<file path="src/hw/rtl/tmon_pkg.sv">
// Shared types and constants for the temperature run monitor.
// No dependencies; imported by the top level and its checker.
package tmon_pkg;

    localparam int TEMP_W    = 21;
    localparam int SUM_W     = 29;
    localparam int COUNT_W   = 8;
    localparam int CONSEC_W  = 4;
    localparam int PCT_W     = 14;
    localparam int CFG_IDX_W = 2;

    // Configuration register indexes.
    localparam logic [CFG_IDX_W-1:0] CFG_LIMIT_TEMP   = 2'd0;
    localparam logic [CFG_IDX_W-1:0] CFG_MAX_READINGS = 2'd1;
    localparam logic [CFG_IDX_W-1:0] CFG_TRIP_COUNT   = 2'd2;

    localparam logic signed [TEMP_W-1:0] LIMIT_RESET = '0;
    localparam logic [COUNT_W-1:0]       MAX_RESET   = 8'd20;
    localparam logic [CONSEC_W-1:0]      TRIP_RESET  = 4'd3;

    localparam logic [COUNT_W-1:0]  COUNT_MAX  = '1;
    localparam logic [CONSEC_W-1:0] CONSEC_MAX = '1;

    // Percentage scale: hundredths of a percent.
    localparam logic [PCT_W-1:0] PCT_SCALE = 14'd10000;
    localparam int PROD_W = COUNT_W + PCT_W;

    // Result kinds.
    localparam logic KIND_READING = 1'b0;
    localparam logic KIND_REPORT  = 1'b1;

    // Shared divider: one quotient bit per cycle over the widest dividend.
    localparam int DIV_STEPS = SUM_W;
    localparam int DIV_CNT_W = $clog2(DIV_STEPS);

    typedef enum logic [2:0] {
        ST_IDLE,
        ST_UPDATE,
        ST_READING,
        ST_LOAD_MEAN,
        ST_DIV_MEAN,
        ST_LOAD_PCT,
        ST_DIV_PCT,
        ST_REPORT
    } t_state;

    typedef struct packed {
        logic in_ready;
        logic update;
        logic load_read;
        logic load_mean;
        logic div_step;
        logic load_pct;
        logic load_report;
    } t_ctrl;

endpackage

</file>
<file path="src/hw/rtl/temperature_run_monitor.sv">
// Temperature run monitor: per-run statistics with an end-of-run report.
// Depends on tmon_pkg for widths, state and control types.

// A sample that does not end its run passes through capture, statistics update
// and the reading word, which waits while the output register is still held. A
// sample that ends the run adds the report, whose mean and percentage come out
// of one shared restoring divider producing a quotient bit per cycle: 29 steps
// for the mean and 29 for the percentage, plus load and report states. The block
// is not ready while a sample is in work; the output register lets the next word
// be prepared while the previous one waits.
module temperature_run_monitor
    import tmon_pkg::*;
(
    input  logic                       i_clk,
    input  logic                       i_rst_n,
    input  logic                       i_cfg_we,
    input  logic [CFG_IDX_W-1:0]       i_cfg_index,
    input  logic [TEMP_W-1:0]          i_cfg_data,
    input  logic                       i_in_valid,
    output logic                       o_in_ready,
    input  logic signed [TEMP_W-1:0]   i_sample_temp,
    output logic                       o_out_valid,
    input  logic                       i_out_ready,
    output logic                       o_result_kind,
    output logic [COUNT_W-1:0]         o_reading_index,
    output logic                       o_above_limit,
    output logic [CONSEC_W-1:0]        o_consecutive,
    output logic                       o_stop_reason,
    output logic signed [TEMP_W-1:0]   o_mean_temp,
    output logic signed [TEMP_W-1:0]   o_highest_temp,
    output logic signed [TEMP_W-1:0]   o_lowest_temp,
    output logic [COUNT_W-1:0]         o_over_count,
    output logic [PCT_W-1:0]           o_over_percent,
    output logic                       o_last_item
);

    t_state r_state, n_state;
    t_ctrl  ctrl;

    // Configuration.
    logic signed [TEMP_W-1:0] r_limit;
    logic [COUNT_W-1:0]       r_max;
    logic [CONSEC_W-1:0]      r_trip_count;

    // Run statistics.
    logic signed [SUM_W-1:0]  r_sum, n_sum;
    logic [COUNT_W-1:0]       r_count, n_count;
    logic signed [TEMP_W-1:0] r_high, n_high;
    logic signed [TEMP_W-1:0] r_low, n_low;
    logic [COUNT_W-1:0]       r_over, n_over;
    logic [CONSEC_W-1:0]      r_consec, n_consec;

    logic signed [TEMP_W-1:0] r_sample;
    logic r_above, n_above;
    logic r_trip, n_trip;
    logic r_done, n_done;

    // Shared divider.
    logic [SUM_W-1:0]     r_quot, n_quot;
    logic [COUNT_W-1:0]   r_rem, n_rem;
    logic [COUNT_W:0]     rem_shift;
    logic [DIV_CNT_W-1:0] r_step;
    logic                 div_last;
    logic                 r_neg;
    logic [SUM_W-1:0]     sum_mag;
    logic [PROD_W-1:0]    pct_prod;
    logic signed [TEMP_W-1:0] r_mean;

    // Output register.
    logic r_out_valid;
    logic out_free;
    logic                     r_kind, r_above_o, r_stop, r_last;
    logic [COUNT_W-1:0]       r_index, r_over_o;
    logic [CONSEC_W-1:0]      r_consec_o;
    logic signed [TEMP_W-1:0] r_mean_o, r_high_o, r_low_o;
    logic [PCT_W-1:0]         r_pct_o;

    assign out_free = !r_out_valid || i_out_ready;
    assign div_last = (r_step == DIV_CNT_W'(DIV_STEPS - 1));

    // Next state.
    always_comb begin
        n_state = r_state;
        case (r_state)
            ST_IDLE:      if (i_in_valid) n_state = ST_UPDATE;
            ST_UPDATE:    n_state = ST_READING;
            ST_READING:   if (out_free) n_state = r_done ? ST_LOAD_MEAN : ST_IDLE;
            ST_LOAD_MEAN: n_state = ST_DIV_MEAN;
            ST_DIV_MEAN:  if (div_last) n_state = ST_LOAD_PCT;
            ST_LOAD_PCT:  n_state = ST_DIV_PCT;
            ST_DIV_PCT:   if (div_last) n_state = ST_REPORT;
            ST_REPORT:    if (out_free) n_state = ST_IDLE;
            default:      n_state = ST_IDLE;
        endcase
    end

    // Control decode.
    always_comb begin
        ctrl = '0;
        case (r_state)
            ST_IDLE:      ctrl.in_ready = 1'b1;
            ST_UPDATE:    ctrl.update = 1'b1;
            ST_READING:   ctrl.load_read = out_free;
            ST_LOAD_MEAN: ctrl.load_mean = 1'b1;
            ST_DIV_MEAN:  ctrl.div_step = 1'b1;
            ST_LOAD_PCT:  ctrl.load_pct = 1'b1;
            ST_DIV_PCT:   ctrl.div_step = 1'b1;
            ST_REPORT:    ctrl.load_report = out_free;
            default:      ctrl = '0;
        endcase
    end

    always_ff @(posedge i_clk) begin
        if (!i_rst_n) begin
            r_state <= ST_IDLE;
        end else begin
            r_state <= n_state;
        end
    end

    // Configuration writes.
    always_ff @(posedge i_clk) begin
        if (!i_rst_n) begin
            r_limit      <= LIMIT_RESET;
            r_max        <= MAX_RESET;
            r_trip_count <= TRIP_RESET;
        end else if (i_cfg_we) begin
            case (i_cfg_index)
                CFG_LIMIT_TEMP:   r_limit      <= i_cfg_data;
                CFG_MAX_READINGS: r_max        <= i_cfg_data[COUNT_W-1:0];
                CFG_TRIP_COUNT:   r_trip_count <= i_cfg_data[CONSEC_W-1:0];
                default:          r_limit      <= r_limit;
            endcase
        end
    end

    always_ff @(posedge i_clk) begin
        if (ctrl.in_ready && i_in_valid) begin
            r_sample <= i_sample_temp;
        end
    end

    // Statistics update for the captured sample.
    always_comb begin
        n_sum   = r_sum + SUM_W'(r_sample);
        n_count = (r_count != COUNT_MAX) ? r_count + 1'b1 : r_count;
        n_above = r_sample > r_limit;
        if (n_count == COUNT_W'(1)) begin
            n_high = r_sample;
            n_low  = r_sample;
        end else begin
            n_high = (r_sample > r_high) ? r_sample : r_high;
            n_low  = (r_sample < r_low)  ? r_sample : r_low;
        end
        if (n_above) begin
            n_over   = (r_over != COUNT_MAX) ? r_over + 1'b1 : r_over;
            n_consec = (r_consec != CONSEC_MAX) ? r_consec + 1'b1 : r_consec;
        end else begin
            n_over   = r_over;
            n_consec = '0;
        end
        n_trip = n_consec >= r_trip_count;
        n_done = n_trip || (n_count >= r_max);
    end

    always_ff @(posedge i_clk) begin
        if (!i_rst_n || ctrl.load_report) begin
            r_sum    <= '0;
            r_count  <= '0;
            r_high   <= '0;
            r_low    <= '0;
            r_over   <= '0;
            r_consec <= '0;
            r_above  <= 1'b0;
            r_trip   <= 1'b0;
            r_done   <= 1'b0;
        end else if (ctrl.update) begin
            r_sum    <= n_sum;
            r_count  <= n_count;
            r_high   <= n_high;
            r_low    <= n_low;
            r_over   <= n_over;
            r_consec <= n_consec;
            r_above  <= n_above;
            r_trip   <= n_trip;
            r_done   <= n_done;
        end
    end

    // Divider step: shift in the next dividend bit, subtract when it fits.
    assign sum_mag  = r_sum[SUM_W-1] ? SUM_W'(-r_sum) : SUM_W'(r_sum);
    assign pct_prod = PROD_W'(r_over) * PROD_W'(PCT_SCALE);
    assign rem_shift = {r_rem, r_quot[SUM_W-1]};

    always_comb begin
        if (rem_shift >= {1'b0, r_count}) begin
            n_rem  = COUNT_W'(rem_shift - {1'b0, r_count});
            n_quot = {r_quot[SUM_W-2:0], 1'b1};
        end else begin
            n_rem  = rem_shift[COUNT_W-1:0];
            n_quot = {r_quot[SUM_W-2:0], 1'b0};
        end
    end

    always_ff @(posedge i_clk) begin
        if (ctrl.load_mean) begin
            r_quot <= sum_mag;
            r_rem  <= '0;
            r_step <= '0;
            r_neg  <= r_sum[SUM_W-1];
        end else if (ctrl.load_pct) begin
            r_quot <= SUM_W'(pct_prod);
            r_rem  <= '0;
            r_step <= '0;
            // The mean quotient is final here; restore its sign.
            r_mean <= r_neg ? -r_quot[TEMP_W-1:0] : r_quot[TEMP_W-1:0];
        end else if (ctrl.div_step) begin
            r_quot <= n_quot;
            r_rem  <= n_rem;
            r_step <= r_step + 1'b1;
        end
    end

    // Output register.
    always_ff @(posedge i_clk) begin
        if (!i_rst_n) begin
            r_out_valid <= 1'b0;
        end else if (ctrl.load_read || ctrl.load_report) begin
            r_out_valid <= 1'b1;
        end else if (i_out_ready) begin
            r_out_valid <= 1'b0;
        end
    end

    always_ff @(posedge i_clk) begin
        if (ctrl.load_read) begin
            r_kind     <= KIND_READING;
            r_index    <= r_count;
            r_above_o  <= r_above;
            r_consec_o <= r_consec;
            r_stop     <= 1'b0;
            r_mean_o   <= '0;
            r_high_o   <= '0;
            r_low_o    <= '0;
            r_over_o   <= '0;
            r_pct_o    <= '0;
            r_last     <= !r_done;
        end else if (ctrl.load_report) begin
            r_kind     <= KIND_REPORT;
            r_index    <= r_count;
            r_above_o  <= 1'b0;
            r_consec_o <= r_consec;
            r_stop     <= r_trip;
            r_mean_o   <= r_mean;
            r_high_o   <= r_high;
            r_low_o    <= r_low;
            r_over_o   <= r_over;
            r_pct_o    <= r_quot[PCT_W-1:0];
            r_last     <= 1'b1;
        end
    end

    assign o_in_ready      = ctrl.in_ready;
    assign o_out_valid     = r_out_valid;
    assign o_result_kind   = r_kind;
    assign o_reading_index = r_index;
    assign o_above_limit   = r_above_o;
    assign o_consecutive   = r_consec_o;
    assign o_stop_reason   = r_stop;
    assign o_mean_temp     = r_mean_o;
    assign o_highest_temp  = r_high_o;
    assign o_lowest_temp   = r_low_o;
    assign o_over_count    = r_over_o;
    assign o_over_percent  = r_pct_o;
    assign o_last_item     = r_last;

endmodule

</file>
<file path="config.mk">
export PLATFORM = sky130hd
export DESIGN_NAME = temperature_run_monitor
export DESIGN_NICKNAME = d
export VERILOG_FILES = /design/src/hw/rtl/tmon_pkg.sv /design/src/hw/rtl/temperature_run_monitor.sv
export SDC_FILE = /design/constraint.sdc
export NUM_CORES = 1
export LEC_CHECK = 0
export ABC_AREA = 1
export BUFFER_PORTS_ARGS = -buffer_cell sky130_fd_sc_hd__buf_2
export CAP_MARGIN = 0
export CORE_ASPECT_RATIO = 0.75
export CORE_MARGIN = 2
export CORE_UTILIZATION = 61
export DETAILED_ROUTE_END_ITERATION = 8
export HOLD_SLACK_MARGIN = 0.1
export PLACE_DENSITY = 0.81
export REMOVE_ABC_BUFFERS = 1
export SLEW_MARGIN = 15
export SYNTH_ARGS = -nofsm -noshare
export SYNTH_HDL_FRONTEND = slang
export SYNTH_SLANG_ARGS = --single-unit
</file>
<file path="constraint.sdc">
create_clock -name i_clk -period 4 [get_ports i_clk]
set_input_delay 0.4 -clock i_clk [delete_from_list [all_inputs] [get_ports i_clk]]
set_output_delay 0.4 -clock i_clk [all_outputs]
set_load 0.01 [all_outputs]
</file>
Word-level counts from Yosys, hierarchy flattened
Index checks and enable logic that the tools add are counted.
{"block": "op_classes", "n_mux": 38, "order_cmp": 6, "reduce_logical": 25, "n_mul": 1, "bitwise": 1, "n_eq_ne": 19, "add_sub_neg": 8}
{"operator": "29-bit 2-to-1 mux", "count": 4}
{"operator": "21-bit 2-to-1 mux", "count": 5}
{"operator": "21-bit > comparator", "count": 2}
{"operator": "8-bit 2-to-1 mux", "count": 4}
{"operator": "29-bit by 21-bit adder with 29-bit output", "count": 1}
{"operator": "29-bit negation", "count": 1}
{"operator": "3-bit one-hot mux with 8 select lines", "count": 1}
{"operator": "21-bit less-than comparator", "count": 1}
{"operator": "21-bit negation", "count": 1}
{"operator": "8-bit by 10-bit multiplier with 18-bit output, second input constant", "count": 1}
{"operator": "8-bit by 1-bit adder with 8-bit output, second input constant", "count": 2}
{"operator": "4-bit 2-to-1 mux", "count": 4}
{"operator": "8-bit inequality test, second input constant", "count": 2}
{"operator": "3-bit 2-to-1 mux", "count": 5}
{"operator": "1-bit 2-to-1 mux", "count": 14}
{"operator": "3-bit equality test, second input constant", "count": 4}
{"operator": "2-bit AND reduction", "count": 6}
{"operator": "2-bit inequality test, second input constant", "count": 5}
{"operator": "9-bit by 8-bit greater-or-equal comparator with 1-bit output", "count": 1}
{"operator": "8-bit by 1-bit equality test with 1-bit output, second input constant", "count": 1}
{"operator": "8-bit greater-or-equal comparator", "count": 1}
{"operator": "2-bit nonzero test", "count": 4}
{"operator": "8-bit subtractor", "count": 1}
{"operator": "3-bit by 2-bit equality test with 1-bit output, second input constant", "count": 2}
{"operator": "other kinds (19)", "count": 25}
{"block": "word_totals", "wordCells": 129, "reg_bits": 317, "inputBits": 49}

Longest topological paths before layout
Gate-level depths: netlist (run 1).
{"block": "logic_depth", "depth_word": 6, "ltp_mapped": 24}

Least setup slack after synthesis (run 1)
No wires, ideal clock.
{"block": "synth_timing", "kind": "register to register", "from": "register r_over[5]", "to": "register r_quot[18], data pin", "path_stages_with_launch": 16, "required_ns": 3.732, "slack_ns": 0.371, "n_path_buf": 0, "arrival_ns": 3.360, "synth_period_minus_slack_ns": 3.629, "setup_time_ns": 0.268, "cell_sequence": "dfxtp_1 fa_1 inv_1 fa_1 inv_1 ha_1 inv_1 fa_1 inv_1 ha_1 a21oi_1 o21ai_0 a21oi_1 o21bai_1 o21ai_0 o211ai_1"}
{"block": "synth_via", "elab_chain_cells": 3}
{"element": "from (decl)", "line_no": "temperature_run_monitor.sv:50", "text": "logic [COUNT_W-1:0] r_over, n_over;"}
{"element": "from (signal assigned)", "line_no": "temperature_run_monitor.sv:182", "text": "r_over <= n_over;"}
{"element": "8-bit by 10-bit multiplier with 18-bit output", "line_no": "temperature_run_monitor.sv:192", "text": "assign pct_prod = PROD_W'(r_over) * PROD_W'(PCT_SCALE);"}
{"element": "29-bit 2-to-1 mux", "line_no": "temperature_run_monitor.sv:211", "text": "end else if (ctrl.load_pct) begin"}
{"element": "29-bit 2-to-1 mux", "line_no": "temperature_run_monitor.sv:206", "text": "if (ctrl.load_mean) begin"}
{"element": "to (signal assigned)", "line_no": "temperature_run_monitor.sv:207", "text": "r_quot <= sum_mag;"}
{"element": "to (signal assigned)", "line_no": "temperature_run_monitor.sv:212", "text": "r_quot <= SUM_W'(pct_prod);"}
{"element": "to (signal assigned)", "line_no": "temperature_run_monitor.sv:218", "text": "r_quot <= n_quot;"}
{"element": "to (decl)", "line_no": "temperature_run_monitor.sv:59", "text": "logic [SUM_W-1:0] r_quot, n_quot;"}
No other way between the ends.
A chain may end at the register's enable or synchronous reset.

Worst setup path after layout (run 1)
Ends and elaborated chain as after synthesis.

==> results of run 1 <==
[stage by stage]
step	power [mW]	hold slack, ps
after floorplan	9.732	424.9
after global placement	11.77	446.6
after detailed placement	11.97	444.1
after CTS	15.21	100.2
after global routing	16.45	146.2
final	15.33	123.4
[final cells by class]
| type | count | area, µm² |
|---|---|---|
| sequential | 317 | 7211 |
| clock inverter | 19 | 192.7 |
| fill | 2361 | 8466 |
| tap | 392 | 490.5 |
| timing repair buffer | 203 | 1211 |
| clock buffer | 42 | 923.4 |
| inverter | 333 | 1254 |
| multi-input combinational | 1669 | 9438 |
| antenna | 1 | 2.502 |
[routing by layer]
metal | up-vias | GRT usage, %
met3 | 78 | 5.702
met1 | 7666 | 45.74
met4 | 2 | 9.072
met2 | 649 | 51.88
li1 | 8284 | -
met5 | - | 0
[sequential cells by signal, indices dropped and copies added (netlist names), 14 cells and up]
signal          count
r_low              21
o_lowest_temp      21
o_over_percent     14
r_quot             29
o_mean_temp        21
r_sample           21
r_sum              29
r_limit            21
o_highest_temp     21
r_mean             21
r_high             21
[cell families after synthesis]
| group | count (synthesis) |
|---|---|
| AOI/OAI and AO/OA | 546 |
| xor gates and xnor gates | 49 |
| adders and majority gates | 169 |
| buffers and inverters | 415 |
| DFF | 317 |
| and+or+nand+nor | 905 |
[tightest hold or removal path, delay by kind of cell]
family          cells  cell delay (ps)
compound gates      1               70
buf+inv             1               90
simple gates        1               50
[power by group]
part / switching (mW) / internal (mW)
Combinational: 4.85 / 2.39
Sequential: 0.729 / 4.16
Clock: 1.35 / 1.85
[path summary, 6_finish.rpt]
path | slack [ps] | cells past startpoint | to | startpoint
setup / recovery | 190 | 16 | r_quot[18] | r_over[5]
hold reg to reg | 460 | 2 | r_max[6] | r_max[6]
hold / removal | 120 | 3 | r_max[4] | i_cfg_data[4]
setup reg to reg | 190 | 16 | r_quot[18] | r_over[5]
[timing repair]
| action | in CTS | in global routing |
|---|---|---|
| gates resized for setup | 0 | 11 |
| setup buffers | 0 | 3 |
| endpoints found under the setup margin | 0 | 4 |
| hold buffers | 21 | 0 |
| endpoints found under the hold margin | 21 | 0 |
[cells in the final DEF, fill, tap and decap left out, types with 17 or more instances in the layout]
master           n
dfxtp_1        230
buf_4           30
ha_1           154
nand3b_1        17
edfxtp_1        86
nand4_1         37
nor2_1         205
dlygate4sd3_1   21
o21ai_1         22
nand3_1        113
nor3_1          26
clkbuf_16       36
inv_1          325
o21ai_0        197
xor2_1          40
nand2_1        474
a21oi_1        265
o211ai_1        17
buf_2          151
==> results.tsv, run 1 <==
stage	metric	value	unit
grt	largest net degree at the start of global routing	97	
logic_synthesis	count leader, synth	nand2_1	
logic_synthesis	register bit count reported by yosys	317	
place	Routability Congestion	0.9448	
die	row count	54	
logic_synthesis	Syn Area/Cell	7.575	µm²
clock_network	clk slew on worst S/H paths	60	ps
logic_synthesis	top post-synthesis cells by count	nand2_1 (476), inv_1 (327), a21oi_1 (266)	
clock_network	H-tree depth	2	
clock_network	Num CTS Buffers	34	
finish	Final Core Density	71.00	%
grt	initial antenna violation count	2	
clock_network	worst-skew pair later-pin latency	530	ps
pwr	Power Density	739.8	nW/µm²
critical_path	CP bufs+invs	4	
timing	setup ws final	187.8	ps
critical_path	Crit Path Max Fanout	4	
critical_path	CP most frequent cell	inv_1	
finish	Layout area overhead	13.93	%
timing	Worst Max-Slew Pin Slew	1066	ps
die	Die W	203.4	µm
grt	global route total overflow	0	
timing	Fmax	262.3	MHz
timing	crit share post-route	95.31	%
routing	average wire per standard cell	17.21	µm
place	Area after DPL	19330	µm²
clock_network	clk buf depth	3	
routing	initial drt markers	1279	
critical_path	startpoint types	flop	
place	total placed cells including tap cells	2890	
logic_synthesis	mux contribution to synthesized area	0	%
min_path	Hold WC Path Type	in2reg	
die	initial core utilization	62.32	%
logic_synthesis	sequential area share after synthesis	39.62	%
flow_run	max-cap viol count	0	
routing	drt via density	5.605	
place	pre-CTS setup slack	31.37	ps
clock_network	Clock Tree Root	clkbuf_16	
timing	Slew Viols, Final	0	
routing	Detailed Routing Iterations Pass 1	6	
critical_path	Crit path required time	4260	ps
clock_network	# clock sinks	317	
critical_path	Crit. End Element	flop	
logic_synthesis	Synth Warn #	0	
place	dpl hpwl	37190	µm
critical_path	slowest cell on the critical path	fa_1	
logic_synthesis	Compound-Gate Fraction of Synth Area	15.90	%
grt	GRT Overall Usage	32.57	%
pwr	Leak	9.690	nW
timing	min cycle time layout	3812	ps
logic_synthesis	adder and majority gate portion of the synthesized area	12.20	%
routing	met2 wire len	22930	µm
routing	drt drc	0	
die	Die Area	31230	µm²
logic_synthesis	Cell Area, Synth	18190	µm²
die	Die Span Y	153.5	µm
place	buffers added on ports	151	
routing	met1 WL	22920	µm
routing	Routed WL	51220	µm
routing	post-route ant nets	0	
routing	Top Layer Used	met5	
timing	final setup vio count	0	
critical_path	type of the worst setup path	reg2reg	
logic_synthesis	Synth top area share	25.42	%
timing	setup_tns	0	ps
clock_network	CTS tree	done	
timing	Rel. slew slack	28.51	%
logic_synthesis	Synth Flop Type	dfxtp_1	
finish	share of cells above drive strength 1	10.38	%
critical_path	CP max stage delay	540	ps
routing	vias after detailed routing	16680	
logic_synthesis	Post-synth EDFFs	86	
timing	final worst clock skew	15.91	ps
logic_synthesis	cells after synthesis	2401	
run_status	status	completed	
finish	final cell count without fillers	2976	
finish	Nets	2776	
grt	first-pass GRT wire length	81490	µm
grt	vias in the first global route	15650	
pwr	Max VDD drop	0.0004544	V
logic_synthesis	XOR/XNOR share of the synthesized area	2.401	%
critical_path	largest delay contributor family on the critical path	adder cells	
logic_synthesis	Yosys cell types	51	
critical_path	Critical Path AT	4070	ps
die	# IOs	152	
die	core area	29190	µm²
logic_synthesis	Async S/R FF share, synth	0	%
logic_synthesis	largest family of logic cells by synthesized area	simple AND/OR/NAND/NOR gates	
logic_synthesis	area leader, netlist	dfxtp_1	
logic_synthesis	simple-gate share of the synthesized area	21.09	%
critical_path	worst-path cell chain	fa_1, inv_1, fa_1, inv_1, ha_1, inv_1, fa_1, inv_1, ha_4, nand2_2, nor3_4, a21oi_2, o21bai_1, a21oi_1, o21ai_1, o211ai_1	
finish	fin area	20720	µm²
timing	Final Hold Fails	0	
logic_synthesis	ranking of synthesized cells by area	dfxtp_1 (25%), edfxtp_1 (14%), ha_1 (11%), nand2_1 (9.8%), a21oi_1 (7.3%)	
routing	routed wl met3	4194	µm
No activity file was read; power rests on OpenSTA's default activity.
==> run 2: changes to the inputs <==
--- a/config.mk
+++ b/config.mk
@@ -9,7 +9,7 @@
 export BUFFER_PORTS_ARGS = -buffer_cell sky130_fd_sc_hd__buf_2
 export CAP_MARGIN = 0
 export CORE_ASPECT_RATIO = 0.75
-export CORE_MARGIN = 2
+export CORE_MARGIN = 3
 export CORE_UTILIZATION = 61
 export DETAILED_ROUTE_END_ITERATION = 8
 export HOLD_SLACK_MARGIN = 0.1
==> run 2 against run 1 <==
Compared with the run above:
- global-route usage decreased by 0.47 points
- register-to-register slack got worse by 30 ps
- maximum frequency fell by 0.79%
- flip-flop and latch count unchanged
- critical path type unchanged
==> results.tsv, run 2 (synthesis gave the netlist of run 1 again) <==
stage	metric	value	unit
run_status	status	completed	
critical_path	largest delay contributor family on the critical path	adder cells	
critical_path	critical path depth	16	
timing	Rel. slew slack	24.76	%
routing	initial drt markers	1386	
timing	final worst clock skew	15.12	ps
critical_path	Crit path required time	4250	ps
critical_path	CP bufs+invs	4	
clock_network	# clock sinks	317	
die	# IOs	152	
critical_path	type of the worst setup path	reg2reg	
critical_path	R2R cell count	16	
timing	Final Hold Fails	0	
critical_path	Worst Setup SP	r_over[5]	
place	total placed cells including tap cells	2888	
timing	Worst Max-Slew Pin Slew	1129	ps
clock_network	worst-skew pair later-pin latency	520	ps
routing	drt drc	0	
routing	drt via density	5.672	
grt	met3 GRT Util	5.297	%
min_path	Hold WC Path Type	in2reg	
finish	top flop regs	r_quot (29), r_sum (29)	
routing	Detailed Routing Iterations Pass 1	5	
grt	GR peak layer	met2	
critical_path	CP max stage delay	550	ps
timing	min cycle time layout	3842	ps
critical_path	Critical Path AT	4090	ps
die	Die Span Y	155.5	µm
timing	setup ws final	157.5	ps
finish	Layout area overhead	13.28	%
die	initial core utilization	62.32	%
critical_path	CP most frequent cell	inv_1	
timing	Fmax	260.2	MHz
pwr	Power Density	738.3	nW/µm²
timing	hold slack	127.7	ps
critical_path	startpoint types	flop	
grt	first-pass GRT wire length	82110	µm
pwr	Leak	9.615	nW
clock_network	clk slew on worst S/H paths	60	ps
critical_path	Crit. End Element	flop	
timing	final setup vio count	0	
die	Die Area	31950	µm²
finish	commonest non-fill, non-tap cell in the layout	nand2_1	
finish	antenna cells	0	
grt	met2 Track Usage GR	51.86	%
critical_path	slowest cell on the critical path	fa_1	
grt	GRT Overall Usage	32.10	%
finish	share of cells above drive strength 1	9.821	%
pwr	Max VDD drop	0.0004828	V
flow_run	max-cap viol count	0	
routing	average wire per standard cell	17.52	µm
finish	fin area	20600	µm²
clock_network	clk buf depth	3	
finish	commonest non-fill, non-tap cells in the layout	nand2_1 (475), inv_1 (325), a21oi_1 (265)	
critical_path	worst setup path endpoint	r_quot[18]	
place	buffers added on ports	151	
grt	global route total overflow	0	
die	row count	54	
place	Area after DPL	19320	µm²
timing	Slew Viols, Final	0	
place	dpl hpwl	37470	µm
grt	largest net degree at the start of global routing	97	
clock_network	Clock Tree Root	clkbuf_16	
routing	vias after detailed routing	16840	
critical_path	worst reg2reg setup slack	160	ps
critical_path	Crit Path Max Fanout	7	
grt	GRT met1 Usage	44.26	%
routing	Routed WL	52010	µm
grt	vias in the first global route	15990	
die	core area	29190	µm²
die	Die W	205.4	µm
critical_path	RR Endpoint	r_quot[18]	
finish	# fillers	2451	
timing	crit share post-route	96.06	%
critical_path	worst-path cell chain	fa_1, inv_1, fa_1, inv_1, ha_1, inv_1, fa_1, inv_1, ha_1, nand2_1, nor3_2, a21oi_2, o21bai_1, a21oi_1, o21ai_0, o211ai_1	
routing	post-route ant nets	0	
min_path	hold path depth	3	
clock_network	Num CTS Buffers	34	
timing	RSZ-0062 raised after global routing	no	
clock_network	CTS tree	done	
finish	final cell count without fillers	2968	
grt	initial antenna violation count	2	
clock_network	H-tree depth	2	
finish	Nets	2771	
clock_network	post-CTS setup buffer count	0	
critical_path	FF-to-FF Start	r_over[5]	
place	pre-CTS setup slack	62.58	ps
place	Routability Congestion	0.9546	
-- run 2: changes by cell type in the layout (fill, tap and decap cells not counted), moves of 2 or more --
cell,before,now
clkinv_2,9,3
clkinv_1,4,10
clkinv_4,3,1
buf_4,30,25
-- run 2: power breakdown --
part,internal (mW),switching [mW]
combinational,2.38,4.86
clock,1.76,1.29
sequential,4.16,0.759
-- run 2: what timing repair did --
| action | 4_1_cts | 5_1_grt |
|---|---|---|
| hold buffers | 21 | 0 |
| gates resized for setup | 0 | 7 |
| hold endpoints to repair | 21 | 0 |
| endpoints found under the setup margin | 0 | 5 |
-- run 2: worst min path at each step --
stage                     slack (ps)            endpoint           from
after floorplan                  420    o_consecutive[3]    r_consec[3]
after global placement           440  o_reading_index[3]     r_count[3]
after detailed placement         440    o_consecutive[3]    r_consec[3]
after CTS                        110            r_max[4]  i_cfg_data[4]
after global routing             130            r_max[4]  i_cfg_data[4]
final                            130            r_max[4]  i_cfg_data[4]
-- run 2: layer usage --
metal  share of wire [%]  vias up
li1                    -     8275
met1                  43     7779
met2                  45      666
met3                 8.5      113
met4                 3.0        2
met5               0.015        -
-- run 2: layout make-up --
type	count	area (µm²)	area share, %
multi-input cells	1669	9423	45.73
well taps	392	490.5	2.381
repair buffers	198	1174	5.696
clock buffers	43	915.9	4.445
clock inverters	16	138.9	0.6741
flip-flops and latches	317	7208	34.99
inverters	333	1254	6.085
-- run 2: worst reg2reg max path: cells and delay by family (launching register included) --
kind	cells	cell delay (ps)
fa+ha+maj	5	2130
compound gates	5	600
flops	1	370
simple gates	2	300
buf+inv	4	190
-- run 2: through the flow --
stage	TNS, ps	util, %	total power [mW]
after floorplan	-97400	-	9.732
after global placement	0	66.19	11.72
after detailed placement	0	66.19	11.98
after CTS	0	70.52	15.09
after global routing	0	70.59	16.36
final	0	70.59	15.21
==> run 3: changes to the inputs <==
--- a/config.mk
+++ b/config.mk
@@ -10,10 +10,10 @@
 export CAP_MARGIN = 0
 export CORE_ASPECT_RATIO = 0.75
 export CORE_MARGIN = 3
-export CORE_UTILIZATION = 61
+export CORE_UTILIZATION = 55
 export DETAILED_ROUTE_END_ITERATION = 8
 export HOLD_SLACK_MARGIN = 0.1
-export PLACE_DENSITY = 0.81
+export PLACE_DENSITY = 0.74
 export REMOVE_ABC_BUFFERS = 1
 export SLEW_MARGIN = 15
 export SYNTH_ARGS = -nofsm -noshare
==> constraint.sdc (replaced) <==
create_clock -name i_clk -period 4.8 [get_ports i_clk]
set_input_delay 0.48 -clock i_clk [delete_from_list [all_inputs] [get_ports i_clk]]
set_output_delay 0.48 -clock i_clk [all_outputs]
set_load 0.01 [all_outputs]
==> run 3 against run 2 <==
Compared with the run above:
- final cell count grew 0.81%
- wire length decreased by 3.7%
- largest cell class unchanged
- global-route usage shrank 4.2 points
- final area down 0.94%
- critical path type unchanged
- first-iteration DRC count fell by 4.8%
- utilization fell by 7.8 points
- sequential power shrank 16%
- count of clock-buffer cells in the layout increased by 6
==> results.tsv, run 3 (synthesis gave the netlist of run 1 again) <==
stage	metric	value	unit
critical_path	Critical Path AT	4300	ps
clock_network	post-CTS setup buffer count	0	
critical_path	Worst Setup SP	r_over[6]	
clock_network	H-tree depth	2	
timing	setup ws final	759.9	ps
routing	drt drc	0	
clock_network	# hold bufs at CTS	0	
pwr	total power after layout	12.64	mW
die	Die Area	35310	µm²
die	Die W	216.0	µm
finish	final cell count without fillers	2992	
timing	final setup vio count	0	
grt	vias in the first global route	15170	
critical_path	Crit path required time	5060	ps
die	core area	32520	µm²
die	Die Span Y	163.5	µm
place	dpl hpwl	37120	µm
finish	antenna cells	0	
timing	Slew Viols, Final	0	
finish	Layout area overhead	12.21	%
grt	initial antenna violation count	1	
clock_network	CTS tree	done	
min_path	Worst Min Path Start	i_sample_temp[3]	
timing	Fmax	247.5	MHz
routing	post-route ant nets	0	
routing	vias after detailed routing	16410	
critical_path	startpoint types	flop	
finish	share of cells above drive strength 1	9.608	%
timing	final worst clock skew	14.50	ps
routing	Detailed Routing Iterations Pass 1	5	
run_status	status	completed	
pwr	Max VDD drop	0.0003734	V
timing	crit share post-route	84.17	%
timing	Worst Max-Slew Pin Slew	988.6	ps
grt	first-pass GRT wire length	79130	µm
critical_path	Crit. End Element	flop	
grt	largest net degree at the start of global routing	96	
pwr	Power Density	619.4	nW/µm²
finish	# fillers	2972	
timing	RSZ-0062 raised after global routing	no	
pwr	Leak	9.515	nW
routing	drt via density	5.484	
routing	average wire per standard cell	16.75	µm
routing	Routed WL	50110	µm
clock_network	clk buf depth	3	
finish	commonest non-fill, non-tap cells in the layout	nand2_1 (475), inv_1 (326), a21oi_1 (266)	
finish	fin area	20410	µm²
place	Routability Congestion	0.9768	
place	Area after DPL	19320	µm²
routing	initial drt markers	1319	
place	buffers added on ports	151	
die	row count	57	
clock_network	Num CTS Buffers	34	
clock_network	Clock Tree Root	clkbuf_16	
die	initial core utilization	55.93	%
critical_path	Crit Path Max Fanout	8	
timing	Rel. slew slack	34.02	%
finish	commonest non-fill, non-tap cell in the layout	nand2_1	
clock_network	post-CTS sizing	0	
finish	top flop regs	r_quot (29), r_sum (29)	
finish	multi-input gate area in the final layout	9404	µm²
min_path	Hold WC Path Type	in2reg	
finish	flip-flop and latch area	7207	µm²
die	# IOs	152	
clock_network	clk slew on worst S/H paths	60	ps
finish	Nets	2743	
clock_network	# clock sinks	317	
place	pre-CTS setup slack	836.1	ps
grt	GRT Overall Usage	27.88	%
flow_run	max-cap viol count	0	
grt	global route total overflow	0	
place	total placed cells including tap cells	2931	
critical_path	type of the worst setup path	reg2reg	
timing	min cycle time layout	4040	ps
timing	Final Hold Fails	0	
critical_path	FF-to-FF Start	r_over[6]	
clock_network	worst-skew pair later-pin latency	530	ps
[run 3: changes by cell type in the layout (fill, tap and decap cells not counted), sizes merged]
cell,before,now
buf,177,170
clkinv,14,8
inv,332,334
clkbuf,43,49
dlygate4sd3,21,0
[run 3: worst max-delay path, stage by stage, from the launching register on]
cell     delay, ps
dfxtp_1        570
ha_1           320
ha_1           280
inv_1           50
fa_1           530
inv_1           50
fa_1           470
ha_1           370
a21oi_1        260
inv_1           60
a31oi_1        260
o21ai_0        210
nand2_1        120
nand3_1         70
nand3_1         80
nand3_1         70
[run 3: worst paths after layout]
check                             to  cells after the start  slack, ps
setup reg to reg          r_quot[19]                     15        760
setup / recovery          r_quot[19]                     15        760
hold / removal           r_sample[3]                      1        130
hold reg to reg   o_reading_index[3]                      0        460
[run 3: report_power, final]
part | switching, mW | internal [mW]
clock network | 1.08 | 1.52
registers | 0.646 | 3.46
logic | 3.97 | 1.95
total | 5.70 | 6.94
[run 3: cell type report]
type | count | area share (%)
flip-flops and latches | 317 | 35.31
multi-input cells | 1669 | 46.08
repair buffers | 170 | 4.402
well taps | 442 | 2.710
inverters | 333 | 6.143
clock buffers | 49 | 4.745
clock inverters | 12 | 0.6130
[run 3: metal layers]
layer | GRT usage, % | part of all wire [%] | vias up
met5 | 0 | 0.016 | -
met4 | 8.231 | 2.6 | 2
met3 | 4.054 | 7.2 | 86
met2 | 44.25 | 43 | 549
met1 | 39.76 | 47 | 7545
li1 | - | - | 8226
[run 3: metrics by stage]
step           setup TNS [ps]  hold slack, ps  utilization (%)
2_1_floorplan          -28840           424.9                -
6_report                    0           131.8            62.76
3_3_place_gp                0           443.3            59.40
4_1_cts                     0           106.0            62.76
5_1_grt                     0           115.0            62.76
3_5_place_dp                0           443.3            59.40
